[config.mk]
export PLATFORM = sky130hd
export DESIGN_NAME = tpnv_cfg
export DESIGN_NICKNAME = d
export VERILOG_FILES = /design/src/rtl/core/tpnv_pkg.sv /design/src/rtl/core/tpnv_cfg.sv
export SDC_FILE = /design/constraint.sdc
export NUM_CORES = 1
export LEC_CHECK = 0
export ABC_AREA = 0
export BUFFER_PORTS_ARGS = -buffer_cell sky130_fd_sc_hd__buf_2
export CAP_MARGIN = 0
export CORE_MARGIN = 1
export CORE_UTILIZATION = 65
export DETAILED_ROUTE_END_ITERATION = 10
export GPL_ROUTABILITY_DRIVEN = 0
export PLACE_DENSITY = 0.83
export SYNTH_ARGS = -nofsm -noshare
export SYNTH_HDL_FRONTEND = slang
export SYNTH_SLANG_ARGS = --single-unit
[constraint.sdc]
create_clock -name clk -period 15.56 [get_ports clk]
set_clock_uncertainty 0.1 [all_clocks]
set_input_delay 0.778 -clock clk [delete_from_list [all_inputs] [get_ports clk]]
set_output_delay 0.778 -clock clk [all_outputs]
set_load 0.01 [all_outputs]
[src/rtl/core/tpnv_pkg.sv]
package tpnv_pkg;

    localparam int DIST_W        = 24;
    localparam int B_W           = 6;
    localparam int LEN_W         = 20;
    localparam int BB_W          = 2 * B_W;
    localparam int DEN_W         = 32;
    localparam int OUT_W         = 48;
    localparam int F_W           = 64;
    localparam int QUO_BITS      = 96;
    localparam int TAYLOR_TERMS  = 16;
    localparam int TERM_W        = 33;
    localparam int P_W           = 35;
    localparam int N_W           = 7;
    localparam int RECIP_SH      = 36;
    localparam int Y_SAT_SH      = 37;
    localparam int N_SAT         = 34;
    localparam int Q28_SH        = 28;
    localparam int E_SH          = 4;
    localparam int FRAC_BITS_DEF = 20;
    localparam int ADDR_W        = 3;
    localparam int DATA_W        = 32;

    // L1, L2, L3, L4, L5 and L7, the series, the wide product, the second divider
    localparam int LANE_FIX_LAT  = 6 + 3 * (TAYLOR_TERMS - 1) + 3 + QUO_BITS;

    localparam logic [31:0] LOG2E_Q31 = 32'hB8AA3B29;
    localparam logic [31:0] LN2_Q32   = 32'hB17217F8;
    localparam logic [OUT_W-1:0] OUT_MAX = {OUT_W{1'b1}};

    localparam logic [B_W-1:0]   ALPHABET_RST = 6'd4;
    localparam logic [LEN_W-1:0] LENGTH_RST   = 20'd1000;

    localparam logic REG_ALPHABET_SIZE   = 1'b0;
    localparam logic REG_SEQUENCE_LENGTH = 1'b1;

    typedef struct packed {
        logic [B_W-1:0]   b_eff;
        logic [B_W-1:0]   bm1;
        logic [DEN_W-1:0] den;
    } cfg_t;

endpackage

[src/rtl/core/tpnv_cfg.sv]
module tpnv_cfg (
    input  logic                         clk,
    input  logic                         rst_n,
    input  logic                         psel,
    input  logic                         penable,
    input  logic                         pwrite,
    input  logic [tpnv_pkg::ADDR_W-1:0]  paddr,
    input  logic [tpnv_pkg::DATA_W-1:0]  pwdata,
    output logic [tpnv_pkg::DATA_W-1:0]  prdata,
    output logic                         pready,
    output tpnv_pkg::cfg_t               cfg
);
    import tpnv_pkg::*;

    logic [B_W-1:0]   alph_reg, alph_next;
    logic [LEN_W-1:0] len_reg, len_next;
    logic [B_W-1:0]   b_eff_reg, b_eff_next;
    logic [B_W-1:0]   bm1_reg, bm1_next;
    logic [BB_W-1:0]  bb_reg, bb_next;
    logic [LEN_W-1:0] len_eff_reg, len_eff_next;
    logic [DEN_W-1:0] den_reg, den_next;
    logic             wr;

    assign pready = 1'b1;
    assign wr     = psel & penable & pwrite;

    always_comb
    begin
        alph_next = alph_reg;
        len_next  = len_reg;
        if (wr)
        begin
            case (paddr[2])
                REG_ALPHABET_SIZE:   alph_next = pwdata[B_W-1:0];
                REG_SEQUENCE_LENGTH: len_next  = pwdata[LEN_W-1:0];
                default:             alph_next = alph_reg;
            endcase
        end
    end

    always_comb
    begin
        case (paddr[2])
            REG_ALPHABET_SIZE:   prdata = DATA_W'(alph_reg);
            REG_SEQUENCE_LENGTH: prdata = DATA_W'(len_reg);
            default:             prdata = '0;
        endcase
    end

    assign b_eff_next   = (alph_reg < B_W'(2)) ? B_W'(2) : alph_reg;
    assign bm1_next     = b_eff_reg - B_W'(1);
    assign bb_next      = BB_W'(b_eff_reg) * BB_W'(b_eff_reg);
    assign len_eff_next = (len_reg == '0) ? LEN_W'(1) : len_reg;
    assign den_next     = DEN_W'(bb_reg) * DEN_W'(len_eff_reg);

    always_ff @(posedge clk or negedge rst_n)
    begin
        if (!rst_n)
        begin
            alph_reg    <= ALPHABET_RST;
            len_reg     <= LENGTH_RST;
            b_eff_reg   <= ALPHABET_RST;
            bm1_reg     <= ALPHABET_RST - B_W'(1);
            bb_reg      <= BB_W'(ALPHABET_RST) * BB_W'(ALPHABET_RST);
            len_eff_reg <= LENGTH_RST;
            den_reg     <= DEN_W'(BB_W'(ALPHABET_RST) * BB_W'(ALPHABET_RST))
                           * DEN_W'(LENGTH_RST);
        end
        else
        begin
            alph_reg    <= alph_next;
            len_reg     <= len_next;
            b_eff_reg   <= b_eff_next;
            bm1_reg     <= bm1_next;
            bb_reg      <= bb_next;
            len_eff_reg <= len_eff_next;
            den_reg     <= den_next;
        end
    end

    assign cfg.b_eff = b_eff_reg;
    assign cfg.bm1   = bm1_reg;
    assign cfg.den   = den_reg;

endmodule

# After elaboration in Yosys (flattened, before gate mapping)

Cells that the tools add are included.

$add $sub $neg: 1
$mul: 2
Magnitude comparators: 1
Mux-type cells: 3
Bitwise logic cells: 3
Reductions and logical operators: 3

Operators with widths:

| cell                | number |
|---|---|
| $pmux 32 s2         | 1 |
| $mul 12x20->32      | 1 |
| $logic_not 20->1    | 1 |
| $mux 20             | 1 |
| $mul 6x6->12        | 1 |
| $lt 6x2->1 const B  | 1 |
| $mux 6              | 1 |
| $sub 6x1->6 const B | 1 |
| $reduce_and 2->1    | 2 |
| $and 1x1->1         | 2 |
| $not 1->1           | 1 |

Register bits: 102
Output and inout port bits: 77

# Longest topological paths before layout

Gate-level depths: netlist (run 1).

Word-level depth: 3
Mapped depth: 21
Gate-level depth less buffers: 19

# Least setup slack after synthesis (run 1)

No wires, ideal clock.

Path type: reg2reg
Start: register len_eff_reg[9]
End: register den_reg[24]
Setup time: 0.126 ns
Arrival: 5.106 ns
Data required time: 15.334 ns
Slack: 10.228 ns
Stages on the path, launching flop included: 19
Path buffers: 2
Clock period less this slack: 5.332 ns
Path through: dfstp_2 > clkbuf_1 > nand2_1 > fa_1 > inv_1 > fa_1 > fa_1 > fa_1 > inv_1 > fa_1 > inv_1 > ha_1 > buf_6 > a21oi_2 > o211ai_1 > a221o_1 > a41o_2 > a311o_1 > xor2_1

Cells in the longest elaborated chain, start to end: 1

RTL lines:

| item                   | line           | source |
|---|---|---|
| start, declared        | tpnv_cfg.sv:20 | `logic [LEN_W-1:0] len_eff_reg, len_eff_next;` |
| start signal, assigned | tpnv_cfg.sv:76 | `len_eff_reg <= len_eff_next;` |
| $mul 12x20->32         | tpnv_cfg.sv:54 | `assign den_next = DEN_W'(bb_reg) * DEN_W'(len_eff_reg);` |
| via den_next[24]       | tpnv_cfg.sv:21 | `logic [DEN_W-1:0] den_reg, den_next;` |
| end signal, assigned   | tpnv_cfg.sv:66 | `den_reg <= DEN_W'(BB_W'(ALPHABET_RST) * BB_W'(ALPHABET_RST))` |
| end signal, assigned   | tpnv_cfg.sv:77 | `den_reg <= den_next;` |
| end, declared          | tpnv_cfg.sv:21 |  |

The timed path passes the listed nets, and every way through them passes these cells.
A chain may end at the register's enable or synchronous reset.

# Worst setup path in the final report (run 1)

Start: register bb_reg[3]
End: register den_reg[28]

Cells in the longest elaborated chain, start to end: 1

RTL lines:

| item                   | line           | source |
|---|---|---|
| start, declared        | tpnv_cfg.sv:19 | `logic [BB_W-1:0] bb_reg, bb_next;` |
| start signal, assigned | tpnv_cfg.sv:64 | `bb_reg <= BB_W'(ALPHABET_RST) * BB_W'(ALPHABET_RST);` |
| start signal, assigned | tpnv_cfg.sv:75 | `bb_reg <= bb_next;` |
| $mul 12x20->32         | tpnv_cfg.sv:54 |  |
| via den_next[28]       | tpnv_cfg.sv:21 |  |

The timed path passes the listed nets, and every way through them passes these cells.

==> results.md, run 1 <==
* # Max-Cap Violations at 0
* Die W at 134 um
* Synth cell types at 57
* Top Layer Used: met4
* Fill count at 1263
* Layout cells sized above 1 at 0.145
* Unrepaired setup endpoints after global routing: false
* Critical path peak fanout at 20
* Final HPWL DP at 17700 um
* Most frequent cells in the layout: inv_1, fa_1, nand2_1, and2_1, ha_1
* Met3 WL at 1080 um
* GRT Util Overall at 0.273
* Worst r2r dst: den_reg[28]$_DFF_PN0_
* Clk sinks at 101
* Skew-Pair Late Insertion Delay at 0.36 ns
* Cell area after layout at 12100 sq um
* Yosys warnings at 0
* R2r worst-path depth at 17
* Post-synthesis sequential area ratio at 0.225
* TritonCTS clock tree: built
* Total grt overflow at 0
* Post-synth ARST share at 1.00
* Post-DR vias/cell at 5.50
* Largest net degree at the start of global routing at 67
* R2R setup slack at 9.67 ns
* Initial antenna violation count at 0
* Post-place instance area at 11700 sq um
* Placed Cells at 1385
* Post-CTS sizing at 0
* Min Tclk post-route at 5.89 ns
* CP Capture Type: flop
* Vias in the first global route at 8195
* IO buf count at 89
* Post-CTS Setup Inserts at 0
* Rows at 48
* Startpoint types: flop
* Wire length on met2 at 11900 um
* Htree depth at 3
* Initial drt markers at 374
* Non-Filler Instances at 1401
* Number of buffers created by CTS at 9
* Root buf cell: clkbuf_16
* Arr. time, crit path at 6.03 ns
* Fmax at 170 MHz
* Top_reg_cell synth: dfrtp_1
* Drt first pass iters at 5
* FF+latch count, synth at 101
* Remaining DRCs at 0
* Final period util at 0.379
* Starting Density at 0.663
* Synthesized area at 11400 sq um
* Most common cell after layout, fill and taps aside: inv_1
* # hold bufs at CTS at 0
* Antenna cells at 0
* Fin nets at 1483
* Number of enable flip-flop cells after synthesis at 0
* Met1 Routed Length at 9300 um
* CP required at 15.70 ns
* Final hold vios at 0
* CP max stage delay at 0.83 ns
* Synth-to-layout area growth at 5.98%
* Core Region at 17200 sq um
* Crit-path most repeated cell: fa_1
* Reg-to-Reg Start: bb_reg[3]$_DFF_PN0_
* Worst hold path class: in -> async
* Clock Path Buffers at 2
* Slew HR at 0.276
* Status: finished clean
* DIE AREA at 18000 sq um
* Vias at 7707
* Max Slew Vio Count at 0
* Final Setup Violations at 0
* Mean routed wirelength per cell at 16.4 um
* Setup TNS at 0 ns
* CP cell instances: nand2_1 -> fa_1 -> fa_1 -> inv_1 -> fa_1 -> fa_1 -> inv_1 -> fa_1 -> inv_1 -> ha_1 -> nand2_1 -> nor3_1 -> and4_1 -> a22oi_4 -> o41ai_2 -> o41ai_2 -> xnor2_1
* CP max-delay cell: dfrtp_1
* Largest register FFs at 32
* Antenna viol nets, final at 0
* Worst Tran Pin Value at 1.08 ns
* Post-synthesis cell count at 1152
* Avg Inst Size Synth at 9.88 sq um
* First-pass GRT wire length at 38200 um
* Die height at 134 um
* Reg clk slew, reported paths at 0.07 ns
* Critical path class: reg -> reg
* WL final at 22900 um
* I/O pin cnt at 117
## synthesized netlist by cell type (5+ instances only)
| cell | count | area share |
|---|---|---|
| a21o_1 | 14 | 0.0092 |
| a21oi_1 | 31 | 0.014 |
| and2_1 | 129 | 0.071 |
| buf_4 | 14 | 0.0092 |
| clkbuf_1 | 77 | 0.025 |
| dfrtp_1 | 78 | 0.17 |
| dfstp_2 | 23 | 0.053 |
| fa_1 | 169 | 0.30 |
| ha_1 | 103 | 0.11 |
| inv_1 | 204 | 0.067 |
| mux2_2 | 31 | 0.031 |
| nand2_1 | 132 | 0.044 |
| nand2b_1 | 7 | 0.0038 |
| nand4_1 | 5 | 0.0027 |
| nor2_1 | 12 | 0.0040 |
| nor3_1 | 6 | 0.0026 |
| nor4_1 | 5 | 0.0027 |
| o21ai_0 | 10 | 0.0044 |
| o21bai_1 | 5 | 0.0033 |
| xnor2_1 | 28 | 0.022 |
| xor2_1 | 12 | 0.0092 |
## worst max-delay path: cells and delay by family, from the launching register on
kind,cells,cell delay [ns]
flops,1,0.83
fa+ha+maj,6,2.95
xor+xnor,1,0.14
compound gates,3,0.53
simple gates,4,1.05
buf+inv,3,0.17
## metrics by stage
| stage | worst slack (ns) | hold slack (ns) | utilization |
|---|---|---|---|
| after floorplan | 10.23 | 0.339 | - |
| after global placement | 9.80 | 0.274 | 0.684 |
| after detailed placement | 9.71 | 0.271 | 0.684 |
| after CTS | 9.70 | 0.285 | 0.703 |
| after global routing | 9.42 | 0.291 | 0.703 |
| final | 9.67 | 0.271 | 0.703 |
## cells by family after synthesis
kind of cell	after synthesis	share of synthesized area
xor gates and xnor gates	40	0.0308
muxes	31	0.0307
DFF	101	0.225
other	2	0.000660
buffers and inverters	298	0.104
AOI/OAI and AO/OA	95	0.0585
and+or+nand+nor	313	0.140
adders and majority gates	272	0.410
## worst max path at each step
stage | slack [ns] | endpoint | start | cells past startpoint
after CTS | 9.70 | den_reg[28]$_DFF_PN0_ | bb_reg[6]$_DFF_PN0_ | 17
after global placement | 9.80 | den_reg[28]$_DFF_PN0_ | bb_reg[6]$_DFF_PN0_ | 17
final | 9.67 | den_reg[28]$_DFF_PN0_ | bb_reg[3]$_DFF_PN0_ | 17
after floorplan | 10.23 | den_reg[24]$_DFF_PN0_ | len_eff_reg[9]$_DFF_PN1_ | 18
after detailed placement | 9.71 | den_reg[28]$_DFF_PN0_ | bb_reg[6]$_DFF_PN0_ | 17
after global routing | 9.42 | den_reg[28]$_DFF_PN0_ | bb_reg[3]$_DFF_PN0_ | 17
## area by class of cell
cell class	instances	area, sq um	area share
multi-input combinational	765	7690	0.637
sequential	101	2560	0.212
inverter	204	766	0.0635
timing repair buffer	90	455	0.0377
tap	225	282	0.0233
clock buffer	9	225	0.0187
clock inverter	7	95.1	0.00788
## metal layers
layer / vias to the layer above / GRT usage
li1: 3504 / -
met1: 3940 / 0.347
met2: 213 / 0.477
met3: 50 / 0.0367
met4: 0 / 0.100
met5: - / 0
Power of run 1 is left out: the tool's default activity adds up to more than one toggle a clock period on the data nets, which glitch-free logic cannot reach.
==> inputs of run 2 (changes only) <==
Settings changed: CORE_UTILIZATION 65 to 56, PLACE_DENSITY 0.83 to 0.75.
Clock period 15.56 ns to 5.1 ns, I/O delays scaled along.
==> results.md, run 2 (same netlist as run 1, synthesis figures left out) <==
* Startpoint types: flop (unchanged)
* Mean routed wirelength per cell at 16.0 um (was 16.4 um)
* Rows at 51 (was 48)
* Most frequent cells in the layout: inv_1, fa_1, and2_1, nand2_1, buf_4 (was inv_1, fa_1, nand2_1, and2_1, ha_1)
* Max Slew Vio Count at 0 (unchanged)
* Arr. time, crit path at 5.51 ns (was 6.03 ns)
* Min Tclk post-route at 5.37 ns (was 5.89 ns)
* First-pass GRT wire length at 40400 um (was 38200 um)
* Met1 Routed Length at 10500 um (was 9300 um)
* Wire length on met2 at 12900 um (was 11900 um)
* Root buf cell: clkbuf_16 (unchanged)
* CP required at 5.25 ns (was 15.70 ns)
* Remaining DRCs at 0 (unchanged)
* DIE AREA at 20900 sq um (was 18000 sq um)
* Initial drt markers at 516 (was 374)
* Skew-Pair Late Insertion Delay at 0.37 ns (was 0.36 ns)
* Drt first pass iters at 5 (unchanged)
* Final period util at 1.05 (was 0.379)
* CP Capture Type: flop (unchanged)
* Clk sinks at 101 (unchanged)
* Htree depth at 3 (unchanged)
* Top Layer Used: met4 (unchanged)
* R2R setup slack at -0.27 ns (was 9.67 ns)
* TritonCTS clock tree: built (unchanged)
* Initial antenna violation count at 0 (unchanged)
* Final hold vios at 0 (unchanged)
* Clock Path Buffers at 2 (unchanged)
* Number of buffers created by CTS at 9 (unchanged)
* WL final at 25100 um (was 22900 um)
* Most common cell after layout, fill and taps aside: inv_1 (unchanged)
* Starting Density at 0.577 (was 0.663)
* Setup TNS at -2.06 ns (was 0 ns)
* Setup slack after layout at -0.266 ns (was 9.67 ns)
* Hold_ws at 0.0169 ns (was 0.271 ns)
* Antenna viol nets, final at 0 (unchanged)
* Non-Filler Instances at 1565 (was 1401)
* Synth-to-layout area growth at 19.4% (was 5.98%)
* Final HPWL DP at 18900 um (was 17700 um)
* Placed Cells at 1515 (was 1385)
* Worst hold path class: in -> reg (was in -> async)
* Layout cells sized above 1 at 0.292 (was 0.145)
* Core Region at 19700 sq um (was 17200 sq um)
* Slew HR at 0.241 (was 0.276)
* Vias in the first global route at 8564 (was 8195)
* Total grt overflow at 0 (unchanged)
* Post-DR vias/cell at 5.23 (was 5.50)
* Die height at 145 um (was 134 um)
* GRT Util Overall at 0.251 (was 0.273)
* Vias at 8187 (was 7707)
* Fmax at 186 MHz (was 170 MHz)
* Critical path class: reg -> reg (unchanged)
* IO buf count at 89 (unchanged)
* Antenna cells at 0 (unchanged)
* Met3 WL at 952 um (was 1080 um)
* I/O pin cnt at 117 (unchanged)
* Worst Tran Pin Value at 1.14 ns (was 1.08 ns)
* Failing checks: negative setup slack
* Fin nets at 1607 (was 1483)
* Reg clk slew, reported paths at 0.08 ns (was 0.07 ns)
* Status: complete, but fails checks (was finished clean)
* Unrepaired setup endpoints after global routing: true (was false)
* Largest register FFs at 32 (unchanged)
* # Max-Cap Violations at 0 (unchanged)
* Largest net degree at the start of global routing at 61 (was 67)
* Final core occ at 0.689 (was 0.703)
* Final Setup Violations at 13 (was 0)
* Critical path peak fanout at 8 (was 20)
* Die W at 145 um (was 134 um)
-- run 2: changes by cell type in the layout (fill, tap and decap cells not counted), sizes merged --
| cell | previous run | this run |
|---|---|---|
| buf | 90 | 212 |
| bufinv | 1 | 0 |
| clkbuf | 9 | 10 |
| clkinv | 2 | 3 |
| dlygate4sd3 | 0 | 1 |
-- run 2: worst max-delay path, stage by stage, from the launching register on --
cell and delay (ns):
dfstp_2 0.67, nand2_2 0.09, fa_1 0.58, inv_2 0.06, fa_1 0.56, fa_2 0.45, fa_1 0.53, inv_2 0.04
fa_1 0.53, inv_2 0.05, ha_4 0.17, a21oi_4 0.14, o211ai_1 0.11, a221o_1 0.35, a22oi_4 0.26, o41ai_4 0.10
o41ai_2 0.32, xnor2_1 0.12
-- run 2: path summary, 6_finish.rpt --
check                                    startpoint                  endpoint  cells after the start
max in group asynchronous                     rst_n       bb_reg[7]$_DFF_PN0_                      3
hold / removal                           pwdata[19]   len_reg[19]$_DFFE_PN0P_                      2
min in group asynchronous                     rst_n     den_reg[20]$_DFF_PN0_                      2
hold reg to reg              len_reg[5]$_DFFE_PN1P_  len_eff_reg[5]$_DFF_PN1_                      0
setup reg to reg           len_eff_reg[6]$_DFF_PN1_     den_reg[28]$_DFF_PN0_                     17
setup / recovery           len_eff_reg[6]$_DFF_PN1_     den_reg[28]$_DFF_PN0_                     17
-- run 2: through the flow --
step	instance area [sq um]	setup WS [ns]
global route	13600	-0.391
detailed placement	12500	-0.240
CTS	13200	-0.150
floorplan	11500	-0.0303
global placement	12500	-0.187
finish	13600	-0.266
-- run 2: cell type report --
class / count / area (sq um)
multi-input cells: 765 / 8130
fillers: 1448 / 6130
flip-flops and latches: 101 / 2560
repair buffers: 214 / 1490
inverters: 204 / 766
well taps: 265 / 332
clock buffers: 9 / 225
clock inverters: 7 / 86.3
-- run 2: repair_timing --
| item | 4_1_cts | 5_1_grt |
|---|---|---|
| resized for setup | 48 | 69 |
| endpoints found under the setup margin | 15 | 17 |
| hold buffers | 1 | 0 |
| hold endpoints to repair | 45 | 0 |
| pin swaps | 19 | 47 |
| setup buffers | 9 | 26 |
| gates cloned | 1 | 0 |
-- run 2: metal layers --
metal | vias up | track usage
met5 | - | 0
met4 | 0 | 0.104
met3 | 53 | 0.0391
met2 | 212 | 0.430
met1 | 4159 | 0.318
li1 | 3763 | -
Power of run 2 is left out for the same reason.
==> inputs of run 3 (changes only) <==
Settings changed: RECOVER_POWER from default to 100.
==> results.md, run 3 (same netlist as run 1, synthesis figures left out) <==
* Number of buffers created by CTS at 9 (unchanged)
* Mean routed wirelength per cell at 16.0 um (about the same)
* Startpoint types: flop (unchanged)
* Antenna viol nets, final at 0 (unchanged)
* Total grt overflow at 0 (unchanged)
* Vias at 8155 (was 8187)
* Antenna cells at 0 (unchanged)
* Final period util at 1.05 (about the same)
* CP max-delay cell: dfstp_2 (unchanged)
* Remaining DRCs at 0 (unchanged)
* Arr. time, crit path at 5.52 ns (was 5.51 ns)
* Initial drt markers at 504 (was 516)
* Critical path peak fanout at 8 (unchanged)
* Synth-to-layout area growth at 18.5% (was 19.4%)
* CP max stage delay at 0.68 ns (was 0.67 ns)
* CP required at 5.25 ns (about the same)
* Skew-Pair Late Insertion Delay at 0.37 ns (about the same)
* Critical path class: reg -> reg (unchanged)
* Most frequent cells in the layout: inv_1, fa_1, nand2_1, and2_1, buf_4 (was inv_1, fa_1, and2_1, nand2_1, buf_4)
* Largest net degree at the start of global routing at 61 (unchanged)
* Worst hold path class: in -> reg (unchanged)
* Final Setup Violations at 14 (was 13)
* Core Region at 19700 sq um (unchanged)
* Setup slack after layout at -0.272 ns (was -0.266 ns)
* Worst Tran Pin Value at 3.30 ns (was 1.14 ns)
* Max Slew Vio Count at 61 (was 0)
* Post-DR vias/cell at 5.21 (was 5.23)
* Clk sinks at 101 (unchanged)
* Vias in the first global route at 8564 (unchanged)
* Failing checks: max-capacitance violations, max-slew violations, negative setup slack (was negative setup slack)
* DIE AREA at 20900 sq um (unchanged)
* Slew HR at -1.20 (was 0.241)
* Status: complete, but fails checks (unchanged)
* Clock Path Buffers at 2 (unchanged)
* Starting Density at 0.577 (unchanged)
* CP cell instances: nand2_2 -> fa_1 -> inv_2 -> fa_1 -> fa_2 -> fa_1 -> inv_2 -> fa_1 -> inv_2 -> ha_4 -> a21oi_4 -> o211ai_1 -> a221o_1 -> a22oi_4 -> o41ai_4 -> o41ai_2 -> xnor2_1 (unchanged)
* Most common cell after layout, fill and taps aside: inv_1 (unchanged)
* CP Capture Type: flop (unchanged)
* I/O pin cnt at 117 (unchanged)
* Rows at 51 (unchanged)
* Min Tclk post-route at 5.37 ns (about the same)
* # Max-Cap Violations at 1 (was 0)
* Hold_ws at 0.0186 ns (was 0.0169 ns)
* Largest register FFs at 32 (unchanged)
* Die height at 145 um (unchanged)
* Crit-path most repeated cell: fa_1 (unchanged)
* GRT Util Overall at 0.251 (unchanged)
* Die W at 145 um (unchanged)
* WL final at 25100 um (about the same)
* Root buf cell: clkbuf_16 (unchanged)
* TritonCTS clock tree: built (unchanged)
* Unrepaired setup endpoints after global routing: true (unchanged)
* Drt first pass iters at 6 (was 5)
* First-pass GRT wire length at 40400 um (unchanged)
* Fin nets at 1607 (unchanged)
* Final HPWL DP at 18900 um (unchanged)
* Reg clk slew, reported paths at 0.08 ns (about the same)
* IO buf count at 89 (unchanged)
* Fmax at 186 MHz (about the same)
* Htree depth at 3 (unchanged)
* Initial antenna violation count at 0 (unchanged)
* Final hold vios at 0 (unchanged)
* Layout cells sized above 1 at 0.238 (was 0.292)
-- run 3: cell count changes in the layout (fill, tap and decap cells not counted), sizes merged --
| cell | before | now |
|---|---|---|
| clkbuf | 10 | 71 |
| buf | 212 | 151 |
-- run 3: layer usage --
metal	part of all wire	track usage	vias to the layer above	routed length [um]
met1	0.42	0.318	4143	10500
met5	0	0	-	0
met2	0.52	0.430	205	12900
li1	-	-	3760	-
met3	0.039	0.0391	47	969
met4	0.027	0.104	0	666
-- run 3: cell type report --
cell class | count | area (sq um)
Timing Repair Buffer | 214 | 1410
Multi-Input combinational cell | 765 | 8110
Inverter | 204 | 766
Clock buffer | 9 | 225
Tap cell | 265 | 332
Fill cell | 1487 | 6230
Clock inverter | 7 | 86.3
Sequential cell | 101 | 2560
-- run 3: path summary, 6_finish.rpt --
kind | from | endpoint | slack (ns) | cells after the start
worst max register to register | len_eff_reg[6]$_DFF_PN1_ | den_reg[28]$_DFF_PN0_ | -0.27 | 17
worst min register to register | len_reg[5]$_DFFE_PN1P_ | len_eff_reg[5]$_DFF_PN1_ | 0.30 | 0
worst max-delay path | len_eff_reg[6]$_DFF_PN1_ | den_reg[28]$_DFF_PN0_ | -0.27 | 17
max in group asynchronous | rst_n | bb_reg[7]$_DFF_PN0_ | 1.06 | 3
min in group asynchronous | rst_n | den_reg[20]$_DFF_PN0_ | 1.43 | 2
worst min-delay path | pwdata[19] | len_reg[19]$_DFFE_PN0P_ | 0.02 | 2
-- run 3: worst max-delay path: cells and delay by family (launching register included) --
family,cells,cell delay [ns]
flops,1,0.68
xor+xnor,1,0.12
buf+inv,3,0.15
simple gates,1,0.09
fa+ha+maj,6,2.82
compound gates,6,1.29
-- run 3: timing repair --
| action | in CTS | in global routing |
|---|---|---|
| hold buffers | 1 | 0 |
| pin swaps | 19 | 47 |
| resized for setup | 48 | 69 |
| gates cloned | 1 | 0 |
| hold endpoints to repair | 45 | 0 |
| buffers inserted | 9 | 26 |
| setup endpoints to repair | 15 | 17 |
-- run 3: metrics by stage --
stage / util / instances / area [sq um] / worst slack (ns) / setup TNS [ns]
2_1_floorplan: - / 1164 / 11500 / -0.0303 / -0.0303
3_3_place_gp: 0.635 / 1515 / 12500 / -0.187 / -1.27
3_5_place_dp: 0.635 / 1515 / 12500 / -0.240 / -2.10
4_1_cts: 0.670 / 1542 / 13200 / -0.150 / -0.684
5_1_grt: 0.684 / 1565 / 13500 / -0.391 / -4.42
6_report: 0.684 / 1565 / 13500 / -0.272 / -2.12
Power of run 3 is left out for the same reason.
